**src/hdl/apd_pkg.sv**
```systemverilog
// Shared types and constants for the acknowledge pulse detector.
package apd_pkg;

    localparam int US_BITS    = 20;
    localparam int TIME_BITS  = 32;
    localparam int COUNT_BITS = 8;
    localparam int CFG_BITS   = 20;
    localparam int ADDR_BITS  = 2;

    localparam logic ACT_ARM    = 1'b0;
    localparam logic ACT_SAMPLE = 1'b1;

    localparam logic [1:0] STAT_WAIT  = 2'd0;
    localparam logic [1:0] STAT_ACK   = 2'd1;
    localparam logic [1:0] STAT_NOACK = 2'd2;

    localparam logic [ADDR_BITS-1:0] REG_THRESHOLD = 2'd0;
    localparam logic [ADDR_BITS-1:0] REG_MIN_PULSE = 2'd1;
    localparam logic [ADDR_BITS-1:0] REG_MAX_PULSE = 2'd2;
    localparam logic [ADDR_BITS-1:0] REG_TIMEOUT   = 2'd3;

    localparam logic [US_BITS-1:0]    MIN_PULSE_RST = 20'd2000;
    localparam logic [US_BITS-1:0]    MAX_PULSE_RST = 20'd20000;
    localparam logic [COUNT_BITS-1:0] TIMEOUT_RST   = 8'd6;

    // Number of further low samples after the first that close a pulse.
    localparam logic [1:0] LOW_TO_CLOSE = 2'd2;

    typedef struct packed {
        logic [1:0] status;
        logic       cut;
    } t_flags;

endpackage

```
**src/hdl/ack_pulse_detector.sv**
```systemverilog
// Top level of the acknowledge pulse detector with its output skid buffer.
//
// Use: configure the threshold, pulse window and reset-count limit through the
// write port while the block is idle. Each input item is either an arm command
// (tuser low), which clears the statistics and starts a wait, or a current
// sample (tuser high) with its reset count and microsecond timestamp.
// Every input item yields exactly one result item giving the wait status, peak
// current, last pulse length, sample and gap counts, and a flag that is set
// only on the item that accepted an acknowledge.
// Results are registered. One item is taken in every cycle while tready is high;
// the state update is a single compare, subtract and count step, so the detector
// state is current for the next item at once.
// When the receiver stalls, one further result is held in a skid register and
// tready falls only once both the output and skid registers are full.
// Reset clears the detector to the not-waiting state, empties both result
// registers and loads the default configuration.
module ack_pulse_detector #(
    parameter int CURRENT_BITS = 12
) (
    input  logic                            i_clk,
    input  logic                            i_rst_n,
    input  logic                            i_cfg_we,
    input  logic [apd_pkg::ADDR_BITS-1:0]   i_cfg_addr,
    input  logic [apd_pkg::CFG_BITS-1:0]    i_cfg_data,
    input  logic                            i_s_tvalid,
    output logic                            o_s_tready,
    // current_sample, resets_since_packet, now_us
    input  logic [((CURRENT_BITS+40+7)/8)*8-1:0] i_s_tdata,
    // action
    input  logic                            i_s_tuser,
    output logic                            o_m_tvalid,
    input  logic                            i_m_tready,
    // ack_status, peak_current, measured_pulse_us, samples_seen, gaps_seen, cut_repeats
    output logic [((CURRENT_BITS+51+7)/8)*8-1:0] o_m_tdata
);
    import apd_pkg::*;

    localparam int OUT_W = ((CURRENT_BITS + 51 + 7) / 8) * 8;
    localparam int RES_LSB  = CURRENT_BITS;
    localparam int NOW_LSB  = CURRENT_BITS + COUNT_BITS;
    localparam int STAT_LSB = 0;
    localparam int CUT_BIT  = CURRENT_BITS + 50;

    t_flags                  w_flags;
    logic [CURRENT_BITS-1:0] w_peak;
    logic [TIME_BITS-1:0]    w_pulse;
    logic [COUNT_BITS-1:0]   w_samples;
    logic [COUNT_BITS-1:0]   w_gaps;
    logic [OUT_W-1:0]        w_result;
    logic                    w_accept;
    logic                    w_taken;

    logic                    r_out_valid;
    logic [OUT_W-1:0]        r_out;
    logic                    r_skid_valid;
    logic [OUT_W-1:0]        r_skid;

    assign o_s_tready = !r_skid_valid;
    assign w_accept   = i_s_tvalid && o_s_tready;
    assign w_taken    = r_out_valid && i_m_tready;

    apd_core #(
        .CURRENT_BITS(CURRENT_BITS)
    ) u_core (
        .i_clk     (i_clk),
        .i_rst_n   (i_rst_n),
        .i_cfg_we  (i_cfg_we),
        .i_cfg_addr(i_cfg_addr),
        .i_cfg_data(i_cfg_data),
        .i_accept  (w_accept),
        .i_action  (i_s_tuser),
        .i_current (i_s_tdata[CURRENT_BITS-1:0]),
        .i_resets  (i_s_tdata[RES_LSB +: COUNT_BITS]),
        .i_now     (i_s_tdata[NOW_LSB +: TIME_BITS]),
        .o_flags   (w_flags),
        .o_peak    (w_peak),
        .o_pulse   (w_pulse),
        .o_samples (w_samples),
        .o_gaps    (w_gaps)
    );

    assign w_result = OUT_W'({w_flags.cut, w_gaps, w_samples, w_pulse, w_peak,
                              w_flags.status});

    always_ff @(posedge i_clk) begin
        if (!i_rst_n) begin
            r_out_valid  <= 1'b0;
            r_skid_valid <= 1'b0;
        end else begin
            if (!r_out_valid || w_taken) begin
                r_out_valid  <= r_skid_valid || w_accept;
                r_skid_valid <= 1'b0;
            end else if (w_accept) begin
                r_skid_valid <= 1'b1;
            end
        end
    end

    always_ff @(posedge i_clk) begin
        if (!r_out_valid || w_taken) begin
            r_out <= r_skid_valid ? r_skid : w_result;
        end
        if (w_accept) begin
            r_skid <= w_result;
        end
    end

    assign o_m_tvalid = r_out_valid;
    assign o_m_tdata  = r_out;

    a_skid_needs_out: assert property (@(posedge i_clk) disable iff (!i_rst_n)
        r_skid_valid |-> r_out_valid)
        else $error("skid register holds an item while the output register is empty");

    a_stall_fills_skid: assert property (@(posedge i_clk) disable iff (!i_rst_n)
        (w_accept && r_out_valid && !i_m_tready) |=> r_skid_valid)
        else $error("item accepted under a stall was not kept in the skid register");

    a_cut_means_ack: assert property (@(posedge i_clk) disable iff (!i_rst_n)
        (o_m_tvalid && o_m_tdata[CUT_BIT])
            |-> (o_m_tdata[STAT_LSB +: 2] == STAT_ACK))
        else $error("cut flag set without an acknowledge status");

    a_status_legal: assert property (@(posedge i_clk) disable iff (!i_rst_n)
        o_m_tvalid |-> (o_m_tdata[STAT_LSB +: 2] == STAT_WAIT
                     || o_m_tdata[STAT_LSB +: 2] == STAT_ACK
                     || o_m_tdata[STAT_LSB +: 2] == STAT_NOACK))
        else $error("result status carries an unused code");

    a_arm_waits: assert property (@(posedge i_clk) disable iff (!i_rst_n)
        (w_accept && i_s_tuser == ACT_ARM) |-> (w_flags.status == STAT_WAIT && !w_flags.cut))
        else $error("arm item did not start a wait");

endmodule

```
**src/hdl/apd_core.sv**
```systemverilog
// Detector state, configuration registers and the per-item update.
module apd_core #(
    parameter int CURRENT_BITS = 12
) (
    input  logic                            i_clk,
    input  logic                            i_rst_n,
    input  logic                            i_cfg_we,
    input  logic [apd_pkg::ADDR_BITS-1:0]   i_cfg_addr,
    input  logic [apd_pkg::CFG_BITS-1:0]    i_cfg_data,
    input  logic                            i_accept,
    input  logic                            i_action,
    input  logic [CURRENT_BITS-1:0]         i_current,
    input  logic [apd_pkg::COUNT_BITS-1:0]  i_resets,
    input  logic [apd_pkg::TIME_BITS-1:0]   i_now,
    output apd_pkg::t_flags                 o_flags,
    output logic [CURRENT_BITS-1:0]         o_peak,
    output logic [apd_pkg::TIME_BITS-1:0]   o_pulse,
    output logic [apd_pkg::COUNT_BITS-1:0]  o_samples,
    output logic [apd_pkg::COUNT_BITS-1:0]  o_gaps
);
    import apd_pkg::*;

    logic [CURRENT_BITS-1:0] r_threshold;
    logic [US_BITS-1:0]      r_min_pulse;
    logic [US_BITS-1:0]      r_max_pulse;
    logic [COUNT_BITS-1:0]   r_timeout;

    logic                    r_waiting, n_waiting;
    logic                    r_ack_found, n_ack_found;
    logic                    r_in_pulse, n_in_pulse;
    logic [TIME_BITS-1:0]    r_start, n_start;
    logic [TIME_BITS-1:0]    r_length, n_length;
    logic [1:0]              r_low, n_low;
    logic [CURRENT_BITS-1:0] r_max_seen, n_max_seen;
    logic [COUNT_BITS-1:0]   r_samples, n_samples;
    logic [COUNT_BITS-1:0]   r_gaps, n_gaps;
    logic                    w_cut;
    logic                    w_in_window;

    assign w_in_window = (r_length >= TIME_BITS'(r_min_pulse))
                      && (r_length <= TIME_BITS'(r_max_pulse));

    always_comb begin
        n_waiting   = r_waiting;
        n_ack_found = r_ack_found;
        n_in_pulse  = r_in_pulse;
        n_start     = r_start;
        n_length    = r_length;
        n_low       = r_low;
        n_max_seen  = r_max_seen;
        n_samples   = r_samples;
        n_gaps      = r_gaps;
        w_cut       = 1'b0;
        if (i_action == ACT_ARM) begin
            n_waiting   = 1'b1;
            n_ack_found = 1'b0;
            n_in_pulse  = 1'b0;
            n_start     = '0;
            n_length    = '0;
            n_max_seen  = '0;
            n_samples   = '0;
            n_gaps      = '0;
        end else if (r_waiting) begin
            if (i_resets > r_timeout) begin
                n_waiting = 1'b0;
            end else begin
                n_samples = r_samples + 1'b1;
                if (i_current > r_max_seen) begin
                    n_max_seen = i_current;
                end
                if (i_current > r_threshold) begin
                    if (r_low != 2'd0) begin
                        n_gaps = r_gaps + 1'b1;
                        n_low  = 2'd0;
                    end
                    if (!r_in_pulse) begin
                        n_in_pulse = 1'b1;
                        n_start    = i_now;
                    end
                end else if (r_in_pulse) begin
                    if (r_low == 2'd0) begin
                        n_length = i_now - r_start;
                    end
                    if (r_low < LOW_TO_CLOSE) begin
                        n_low = r_low + 2'd1;
                    end else begin
                        // The third low sample closes the pulse and judges its length.
                        n_low = 2'd0;
                        if (w_in_window) begin
                            n_ack_found = 1'b1;
                            n_waiting   = 1'b0;
                            w_cut       = 1'b1;
                        end else begin
                            n_in_pulse = 1'b0;
                        end
                    end
                end
            end
        end
    end

    always_ff @(posedge i_clk) begin
        if (!i_rst_n) begin
            r_threshold <= '0;
            r_min_pulse <= MIN_PULSE_RST;
            r_max_pulse <= MAX_PULSE_RST;
            r_timeout   <= TIMEOUT_RST;
        end else if (i_cfg_we) begin
            unique case (i_cfg_addr)
                REG_THRESHOLD: r_threshold <= i_cfg_data[CURRENT_BITS-1:0];
                REG_MIN_PULSE: r_min_pulse <= i_cfg_data[US_BITS-1:0];
                REG_MAX_PULSE: r_max_pulse <= i_cfg_data[US_BITS-1:0];
                REG_TIMEOUT:   r_timeout   <= i_cfg_data[COUNT_BITS-1:0];
                default: ;
            endcase
        end
    end

    always_ff @(posedge i_clk) begin
        if (!i_rst_n) begin
            r_waiting   <= 1'b0;
            r_ack_found <= 1'b0;
            r_in_pulse  <= 1'b0;
            r_start     <= '0;
            r_length    <= '0;
            r_low       <= 2'd0;
            r_max_seen  <= '0;
            r_samples   <= '0;
            r_gaps      <= '0;
        end else if (i_accept) begin
            r_waiting   <= n_waiting;
            r_ack_found <= n_ack_found;
            r_in_pulse  <= n_in_pulse;
            r_start     <= n_start;
            r_length    <= n_length;
            r_low       <= n_low;
            r_max_seen  <= n_max_seen;
            r_samples   <= n_samples;
            r_gaps      <= n_gaps;
        end
    end

    always_comb begin
        o_flags.cut = w_cut;
        priority if (n_waiting) begin
            o_flags.status = STAT_WAIT;
        end else if (n_ack_found) begin
            o_flags.status = STAT_ACK;
        end else begin
            o_flags.status = STAT_NOACK;
        end
    end

    assign o_peak      = n_max_seen;
    assign o_pulse     = n_length;
    assign o_samples   = n_samples;
    assign o_gaps      = n_gaps;

endmodule
```
**config.mk**
```make
export PLATFORM = sky130hd
export DESIGN_NAME = ack_pulse_detector
export DESIGN_NICKNAME = d
export VERILOG_FILES = /design/src/hdl/apd_pkg.sv /design/src/hdl/ack_pulse_detector.sv /design/src/hdl/apd_core.sv
export SDC_FILE = /design/constraint.sdc
export NUM_CORES = 1
export LEC_CHECK = 0
export BUFFER_PORTS_ARGS = -buffer_cell sky130_fd_sc_hd__buf_2
export CAP_MARGIN = 10
export CORE_MARGIN = 1.5
export CORE_UTILIZATION = 34
export DETAILED_ROUTE_END_ITERATION = 10
export GPL_ROUTABILITY_DRIVEN = 0
export SYNTH_ARGS = -nofsm -noshare
export SYNTH_HDL_FRONTEND = slang
export SYNTH_SLANG_ARGS = --single-unit
```
**constraint.sdc**
```tcl
create_clock -name i_clk -period 8.6 [get_ports i_clk]
set_clock_uncertainty 0.1 [all_clocks]
set_input_delay 0.43 -clock i_clk [delete_from_list [all_inputs] [get_ports i_clk]]
set_output_delay 0.43 -clock i_clk [all_outputs]
set_load 0.01 [all_outputs]
```
==> results by group, run 1 <==
Run status
  • Run status: finished, final reports clean

Timing
  • Setup TNS: 0 ps
  • Setup-failing EPs final: 0
  • Slew Limit Headroom: 0.332
  • Period utilisation layout: 0.466
  • Slew Viols, Final: 0
  • Max Clk Rate: 250 MHz
  • Period minus WS final: 4000 ps
  • Final hold viol count: 0
  • Hold Slack: 40.6 ps
  • Worst Tran Pin Value: 1000 ps
  • Unrepaired setup endpoints after global routing: no

Synthesis
  • Count leader, synth: nand2_1
  • Area leader, netlist: edfxtp_1
  • Ys flop type: dfxtp_1
  • Synth Cell Area: 15000 sq um
  • Number of synthesized flops with an enable pin: 126
  • Yosys top cell area share: 0.252
  • Seq cells post-synth: 285
  • Top cells by count, synth: nand2_1, dfxtp_1, inv_1
  • Top post-synthesis cells by area: edfxtp_1, dfxtp_1, ha_1
  • Sequential area share after synthesis: 0.463
  • Syn Area/Cell: 9.45 sq um
  • Syn nets: 1781
  • Yosys cell types: 73
  • YS warnings: 0
  • Async set or reset register ratio after synthesis: 0
  • Mapped Cells: 1591

Placement
  • Hpwl dp: 28500 um
  • Port-buffer cells: 144

Global route
  • Vias in the first global route: 11200
  • Largest net degree at the start of global routing: 92
  • Grt ovf: 0
  • Total track usage: 0.174
  • First-pass GRT wire length: 61800 um
  • Antenna violations before repair: 3

Power and ir drop
  • Pwr dens: 190 nW/um^2
  • Leakage: 0.00708 uW
  • Worst vdd ir: 116 uV

Worst setup path
  • Launching element type of the critical path: flop
  • Crit path capture type: flop
  • Worst Setup Path Type: reg -> reg
  • Worst path required time: 8970 ps
  • Crit Path Max Fanout: 19
  • Arrival @ worst endpoint: 4370 ps

Drt
  • DRT Pass-1 Iters: 5
  • Vias: 11900
  • Antenna viol nets, final: 0
  • Initial DRC Count: 842
  • Wire per inst: 17.2 um
  • Routed WL: 39800 um
  • Post-DR vias/cell: 5.14
  • DRC Markers: 0

Cells and area
  • P&R area growth vs syn: 16.5%
  • Share of cells above drive strength 1: 0.145
  • Nets@finish: 1893
  • Fill count: 4391

Floorplanning
  • Full die area: 45500 sq um
  • Die height: 213 um
  • Core region area: 43400 sq um
  • Starting Density: 0.347
  • Die width: 213 um
  • Num rows: 76
  • Boundary pin count: 150

CTS
  • Clock sink count: 285
  • Post_cts resized: 0
  • Clock Tree Buf Depth: 3
  • H-Tree Depth: 2
  • Num CTS Buffers: 35
  • Post-CTS Setup Inserts: 0
  • CTS tree: done
  • # hold bufs at CTS: 0
  • Clock transition at the registers of the reported paths: 60 ps
  • Worst skew pair latency: 540 ps
  • Root Driver: clkbuf_16

Worst hold path
  • Worst hold path class: in -> reg

Job
  • Max-cap violations: 0
-- layout by cell type (no fill, tap or decap), types with 19 or more instances in the layout --
cell type,instances
a21oi_1,72
buf_2,144
nand2_1,219
dfxtp_1,158
clkbuf_16,39
a22o_1,26
ha_1,105
xnor2_1,19
nand3_1,28
o31ai_1,25
o211ai_1,23
inv_1,126
nor2_1,80
a21boi_0,46
mux2i_1,22
xor2_1,20
nor2b_1,55
o21ai_0,79
edfxtp_1,126
nand4_1,26
a21o_1,34
a22oi_1,32
-- layer usage --
layer	part of all wire	track usage
met1	0.46	0.234
met3	0.055	0.0309
met2	0.46	0.282
met4	0.030	0.0619
met5	0.00060	0
-- per-stage QoR --
stage	cells	area [sq um]	utilization	setup WS, ps	power [uW]
after floorplan	1591	15000	-	5110	1690
after global placement	2250	16300	0.375	4490	1800
after detailed placement	2250	16300	0.375	4420	1810
after CTS	2313	17500	0.403	4630	3370
after global routing	2315	17500	0.404	4440	3450
final	2315	17500	0.404	4600	3320
-- worst max-delay path: stages, from the launching register on --
cell and delay (ps):
dfxtp_1 300, inv_1 50, ha_1 290, a21oi_1 210, o21ai_1 130, a2111o_1 430
o21a_1 330, or4_1 940, nor2_1 900, a22o_1 240
-- report_power, final --
part	internal, uW	total [uW]	switching (uW)
registers	1450	1470	13.7
clock network	957	1540	587
logic	108	308	199
-- path summary, 6_finish.rpt --
| path | start | end | slack, ps | cells past startpoint |
|---|---|---|---|---|
| setup reg to reg | u_core.r_threshold[9]$_SDFFE_PN0P_ | u_core.r_length[27]$_SDFFE_PN0P_ | 4600 | 9 |
| hold / removal | i_s_tdata[0] | u_core.r_max_seen[0]$_SDFFE_PN0P_ | 40 | 2 |
| setup / recovery | u_core.r_threshold[9]$_SDFFE_PN0P_ | u_core.r_length[27]$_SDFFE_PN0P_ | 4600 | 9 |
| hold reg to reg | u_core.r_max_pulse[19]$_SDFFE_PN0P_ | u_core.r_max_pulse[19]$_SDFFE_PN0P_ | 360 | 2 |
-- registers in the layout, summed over array words and instances, names as in the netlist --
signal and flops:
u_core.r_ack_found 1, u_core.r_gaps 8, u_core.r_waiting 1, o_m_tvalid 1, u_core.r_length 32, o_m_tdata 63, u_core.r_min_pulse 20, u_core.r_start 32
u_core.r_timeout 8, r_skid_valid 1, u_core.r_threshold 12, r_skid 63, u_core.r_samples 8, u_core.r_max_seen 12, u_core.r_in_pulse 1, u_core.r_max_pulse 20
u_core.r_low 2
-- final cells by class --
type / instances / area, sq um / area share
multi-input combinational: 1095 / 7280 / 0.416
sequential: 285 / 6970 / 0.398
clock buffer: 50 / 1070 / 0.0610
timing repair buffer: 157 / 822 / 0.0469
tap: 585 / 732 / 0.0418
inverter: 129 / 484 / 0.0277
clock inverter: 13 / 155 / 0.00886
antenna: 1 / 2.50 / 0.000143
-- kinds of logic (layout without fill, tap and decap cells) --
group | count (synthesis) | count (layout) | share of synthesized area
and+or+nand+nor | 493 | 493 | 0.154
AOI/OAI and AO/OA | 421 | 421 | 0.192
DFF | 285 | 285 | 0.463
buffers and inverters | 211 | 349 | 0.0538
adders and majority gates | 106 | 106 | 0.0887
xor gates and xnor gates | 39 | 39 | 0.0227
muxes | 35 | 35 | 0.0244
other | 1 | 2 | 0.000249
(Power assumes the default switching activity.)
==> run 2: changes to the inputs <==
clock period = 4.1 ns   (was 8.6 ns; I/O delays follow)
==> run 2 against run 1 <==
Compared with the run above:
- count of clock-buffer cells in the layout shrank 6
- global-route usage grew 0.53 points
- total power grew 110%
- critical path type is now in -> reg
- critical endpoint is now o_m_tdata[17]$_DFFE_PP_
- largest power group is now registers
==> results by group, run 2 (synthesized netlist as in run 1, its figures left out) <==
Worst setup path
  • Worst Setup Path Type: in -> reg
  • Crit path capture type: flop
  • Worst path required time: 4210 ps
  • Crit Path Max Fanout: 37
  • Arrival @ worst endpoint: 3570 ps
  • Launching element type of the critical path: primary input

Floorplanning
  • Die width: 213 um
  • Starting Density: 0.347
  • Num rows: 76
  • Die height: 213 um
  • Boundary pin count: 150
  • Full die area: 45500 sq um
  • Core region area: 43400 sq um

Cells and area
  • P&R area growth vs syn: 20.8%
  • Reg area: 6970 sq um
  • Fin area: 18200 sq um
  • Multi-input logic area: 7280 sq um
  • Commonest non-fill, non-tap cell in the layout: nand2_1
  • Final core utilization: 0.419
  • Most frequent cells in the layout: nand2_1, dfxtp_1, buf_2, inv_1, edfxtp_1
  • Share of cells above drive strength 1: 0.139
  • Fill count: 4302
  • Number of non-filler instances in the completed layout: 2388
  • Nets@finish: 1966

Drt
  • Routed met2 length: 18500 um
  • Met3 wire length: 2280 um
  • Post-DR vias/cell: 5.12
  • Antenna viol nets, final: 0
  • Wl on met1: 18500 um
  • Vias: 12200
  • Wire per inst: 17.0 um
  • DRC Markers: 0
  • DRT Pass-1 Iters: 6
  • DR top layer: met5
  • Routed WL: 40700 um
  • Initial DRC Count: 861

Timing
  • Setup TNS: 0 ps
  • Max Clk Rate: 289 MHz
  • Slew Limit Headroom: 0.331
  • Period utilisation layout: 0.843
  • Worst Tran Pin Value: 1000 ps
  • Setup-failing EPs final: 0
  • Unrepaired setup endpoints after global routing: no
  • Period minus WS final: 3450 ps
  • Slew Viols, Final: 0
  • Final hold viol count: 0

CTS
  • Clock sink count: 285
  • Root Driver: clkbuf_16
  • Num CTS Buffers: 34
  • Clock transition at the registers of the reported paths: 50 ps
  • Post-CTS Setup Inserts: 0
  • CTS tree: done
  • Worst skew pair latency: 550 ps
  • H-Tree Depth: 2
  • Clock Tree Buf Depth: 3

Job
  • Max-cap violations: 0

Worst hold path
  • Worst hold path class: in -> reg

Placement
  • Port-buffer cells: 144
  • Dpl cells: 2259
  • Hpwl dp: 29200 um
  • Area after DPL: 16400 sq um

Power and ir drop
  • Leakage: 0.00734 uW
  • Pwr dens: 377 nW/um^2
  • Worst vdd ir: 259 uV
  • Design Power: 6850 uW

Global route
  • Largest net degree at the start of global routing: 91
  • First-pass GRT wire length: 63600 um
  • Total track usage: 0.180
  • Vias in the first global route: 11600
  • Antenna violations before repair: 2
  • Grt ovf: 0

Run status
  • Run status: finished, final reports clean
==> run 2: worst paths after layout <==
check	start	endpoint	slack (ps)	cells after the start
setup / recovery	i_s_tdata[11]	o_m_tdata[17]$_DFFE_PP_	650	12
hold reg to reg	u_core.r_min_pulse[3]$_SDFFE_PN0P_	u_core.r_min_pulse[3]$_SDFFE_PN0P_	370	2
setup reg to reg	u_core.r_threshold[9]$_SDFFE_PN0P_	o_m_tdata[17]$_DFFE_PP_	670	11
hold / removal	i_cfg_addr[1]	u_core.r_timeout[3]$_SDFFE_PN0P_	150	4
==> run 2: timing repair <==
action	4_1_cts	5_1_grt
hold buffers	66	0
gates resized for setup	0	0
endpoints found under the hold margin	116	0
==> run 2: metrics by stage <==
stage / hold WS, ps / worst slack (ps)
final: 149 / 645
after global routing: 175 / 460
after CTS: 116 / 644
after detailed placement: 358 / 652
after global placement: 348 / 722
after floorplan: 238 / 606
==> run 2: layout make-up <==
class                   count  area share
clock inverters            18      0.0119
clock buffers              44      0.0501
repair buffers            231      0.0862
diodes                      1    0.000138
inverters                 129      0.0267
multi-input cells        1095       0.401
well taps                 585      0.0403
flip-flops and latches    285       0.384
==> run 2: report_power, final <==
part           switching [uW]  total (uW)  internal (uW)
Sequential               33.4        3080           3050
Combinational             434         708            273
Clock                    1220        3060           1840
==> run 2: per-layer routing <==
layer  GRT usage  up-vias
li1            -     6048
met1       0.239     5788
met2       0.287      316
met3      0.0344       73
met4      0.0738        2
met5           0        -
==> run 2: critical path, stage by stage <==
cell and delay [ps]:
dlygate4sd3_1 530, buf_2 160, ha_1 340, a21oi_2 170, o21ai_1 100, a2111o_1 420
o21a_1 310, nor4_2 460, buf_12 280, mux2_2 360, nand2_1 100, o21ai_0 110
==> run 3: changes to the inputs <==
clock period = 2.8 ns   (was 4.1 ns; I/O delays follow)
==> run 3 against run 2 <==
Compared with the run above:
- the flow now finishes with violations (setup timing)
- hold slack got worse by 84 ps
- wire length increased by 11%
- count of clock-buffer cells in the layout is 5 lower
- sequential power is 47% higher
- register-to-register slack lost 760 ps
- sequential share of layout area is 4.5 points lower
- combinational power is 91% higher
- largest cell class unchanged
==> results by group, run 3 (synthesized netlist as in run 1, its figures left out) <==
Global route
  • Grt ovf: 0
  • Total track usage: 0.194
  • Largest net degree at the start of global routing: 60
  • Vias in the first global route: 12500
  • First-pass GRT wire length: 68600 um
  • Antenna violations before repair: 0

Drt
  • Wire per inst: 17.6 um
  • DRC Markers: 0
  • Post-DR vias/cell: 5.10
  • Routed WL: 45000 um
  • Vias: 13000
  • DRT Pass-1 Iters: 6
  • Antenna viol nets, final: 0
  • Initial DRC Count: 933

Timing
  • Slew Viols, Final: 0
  • Period utilisation layout: 1.03
  • Final hold viol count: 0
  • Setup-failing EPs final: 46
  • Slew Limit Headroom: 0.469
  • Unrepaired setup endpoints after global routing: yes
  • Period minus WS final: 2890 ps
  • Max Clk Rate: 346 MHz
  • Setup TNS: -1750 ps
  • Final WS setup: -93.1 ps
  • Worst Tran Pin Value: 797 ps

Floorplanning
  • Num rows: 76
  • Boundary pin count: 150
  • Core region area: 43400 sq um
  • Full die area: 45500 sq um
  • Starting Density: 0.347
  • Die width: 213 um
  • Die height: 213 um

Worst setup path
  • Top delay family on crit path: compound AO/OA/AOI/OAI gates
  • Launching element type of the critical path: flop
  • Worst Setup Path Type: reg -> reg
  • Crit Path Max Fanout: 7
  • CP max stage delay: 550 ps
  • Crit path capture type: flop
  • CP max-delay cell: or4_4
  • Arrival @ worst endpoint: 3080 ps
  • Cell Chain, Critical Path: inv_2 -> ha_4 -> a21oi_2 -> nor2_1 -> a2111o_1 -> o21a_4 -> or4_4 -> buf_12 -> nand3_4 -> o41ai_4 -> mux2_4
  • Worst Path Buf+Inv: 2
  • Worst path required time: 2990 ps

CTS
  • Clock transition at the registers of the reported paths: 60 ps
  • Worst skew pair latency: 540 ps
  • H-Tree Depth: 2
  • Root Driver: clkbuf_16
  • CTS tree: done
  • Num CTS Buffers: 34
  • Clock Tree Buf Depth: 3
  • Clock sink count: 285

Worst hold path
  • Worst hold path class: in -> reg

Cells and area
  • Most frequent cells in the layout: nand2_1, buf_4, dfxtp_1, buf_2, edfxtp_1
  • Share of cells above drive strength 1: 0.293
  • Fin area: 20600 sq um
  • Fill count: 4125
  • Nets@finish: 2133
  • Commonest non-fill, non-tap cell in the layout: nand2_1
  • P&R area growth vs syn: 37.1%

Power and ir drop
  • Design Power: 10200 uW
  • Worst vdd ir: 342 uV
  • Leakage: 0.00844 uW
  • Pwr dens: 495 nW/um^2

Run status
  • Run status: complete, but fails checks
  • Violated checks: setup timing

Placement
  • Area after DPL: 17500 sq um
  • Hpwl dp: 31400 um
  • Port-buffer cells: 144

Job
  • Max-cap violations: 0
[run 3: changes by cell type in the layout (fill, tap and decap cells not counted), moves of 14 or more]
| cell | previous run | this run |
|---|---|---|
| o21ai_1 | 9 | 38 |
| a21oi_1 | 72 | 58 |
| o21ai_0 | 79 | 37 |
| mux2i_1 | 22 | 3 |
| nand2_1 | 219 | 190 |
| buf_6 | 0 | 18 |
| nand2_2 | 0 | 18 |
| buf_4 | 19 | 152 |
[run 3: area by class of cell]
class / instances / area [sq um] / share of cell area
clock inverters: 21 / 180 / 0.00874
clock buffers: 39 / 891 / 0.0432
flip-flops and latches: 285 / 6980 / 0.339
repair buffers: 398 / 3070 / 0.149
diodes: 2 / 5.00 / 0.000243
inverters: 129 / 484 / 0.0235
multi-input cells: 1095 / 8280 / 0.402
well taps: 585 / 732 / 0.0355
[run 3: path summary, 6_finish.rpt]
| path | from | slack (ps) | cells past startpoint | to |
|---|---|---|---|---|
| setup reg to reg | u_core.r_threshold[5]$_SDFFE_PN0P_ | -90 | 11 | o_m_tdata[23]$_DFFE_PP_ |
| hold reg to reg | u_core.r_min_pulse[17]$_SDFFE_PN0P_ | 360 | 2 | u_core.r_min_pulse[17]$_SDFFE_PN0P_ |
| setup / recovery | u_core.r_threshold[5]$_SDFFE_PN0P_ | -90 | 11 | o_m_tdata[23]$_DFFE_PP_ |
| hold / removal | i_cfg_addr[0] | 60 | 4 | u_core.r_max_pulse[12]$_SDFFE_PN0P_ |
[run 3: stage by stage]
step | utilization | std cells | hold slack (ps) | worst slack (ps)
2_1_floorplan | - | 1591 | 173 | 3.50
3_3_place_gp | 0.404 | 2401 | 282 | -330
3_5_place_dp | 0.404 | 2401 | 286 | -339
4_1_cts | 0.458 | 2538 | 54.6 | -150
5_1_grt | 0.475 | 2552 | 114 | -210
6_report | 0.475 | 2554 | 64.9 | -93.1
[run 3: report_power, final]
part	internal, uW	leakage [uW]	switching [uW]
Clock	2560	0.000534	1770
Combinational	594	0.00524	752
Sequential	4470	0.00267	56.7
[run 3: tightest hold or removal path: cells and delay by family]
family,cells,cell delay (ps)
buffers and inverters,1,140
and+or+nand+nor,2,300
AOI/OAI and AO/OA,1,60
[run 3: what timing repair did]
action	in CTS	in global routing
gates cloned	4	5
endpoints found under the hold margin	117	0
pin swaps	41	73
hold buffers	67	0
setup buffers	8	12
setup endpoints to repair	139	177
resized for setup	137	153
[run 3: per-layer routing]
metal | share of wire | vias up | GRT usage
li1 | - | 6380 | -
met1 | 0.44 | 6207 | 0.251
met2 | 0.48 | 356 | 0.325
met3 | 0.054 | 81 | 0.0374
met4 | 0.032 | 0 | 0.0648
met5 | 0 | - | 0
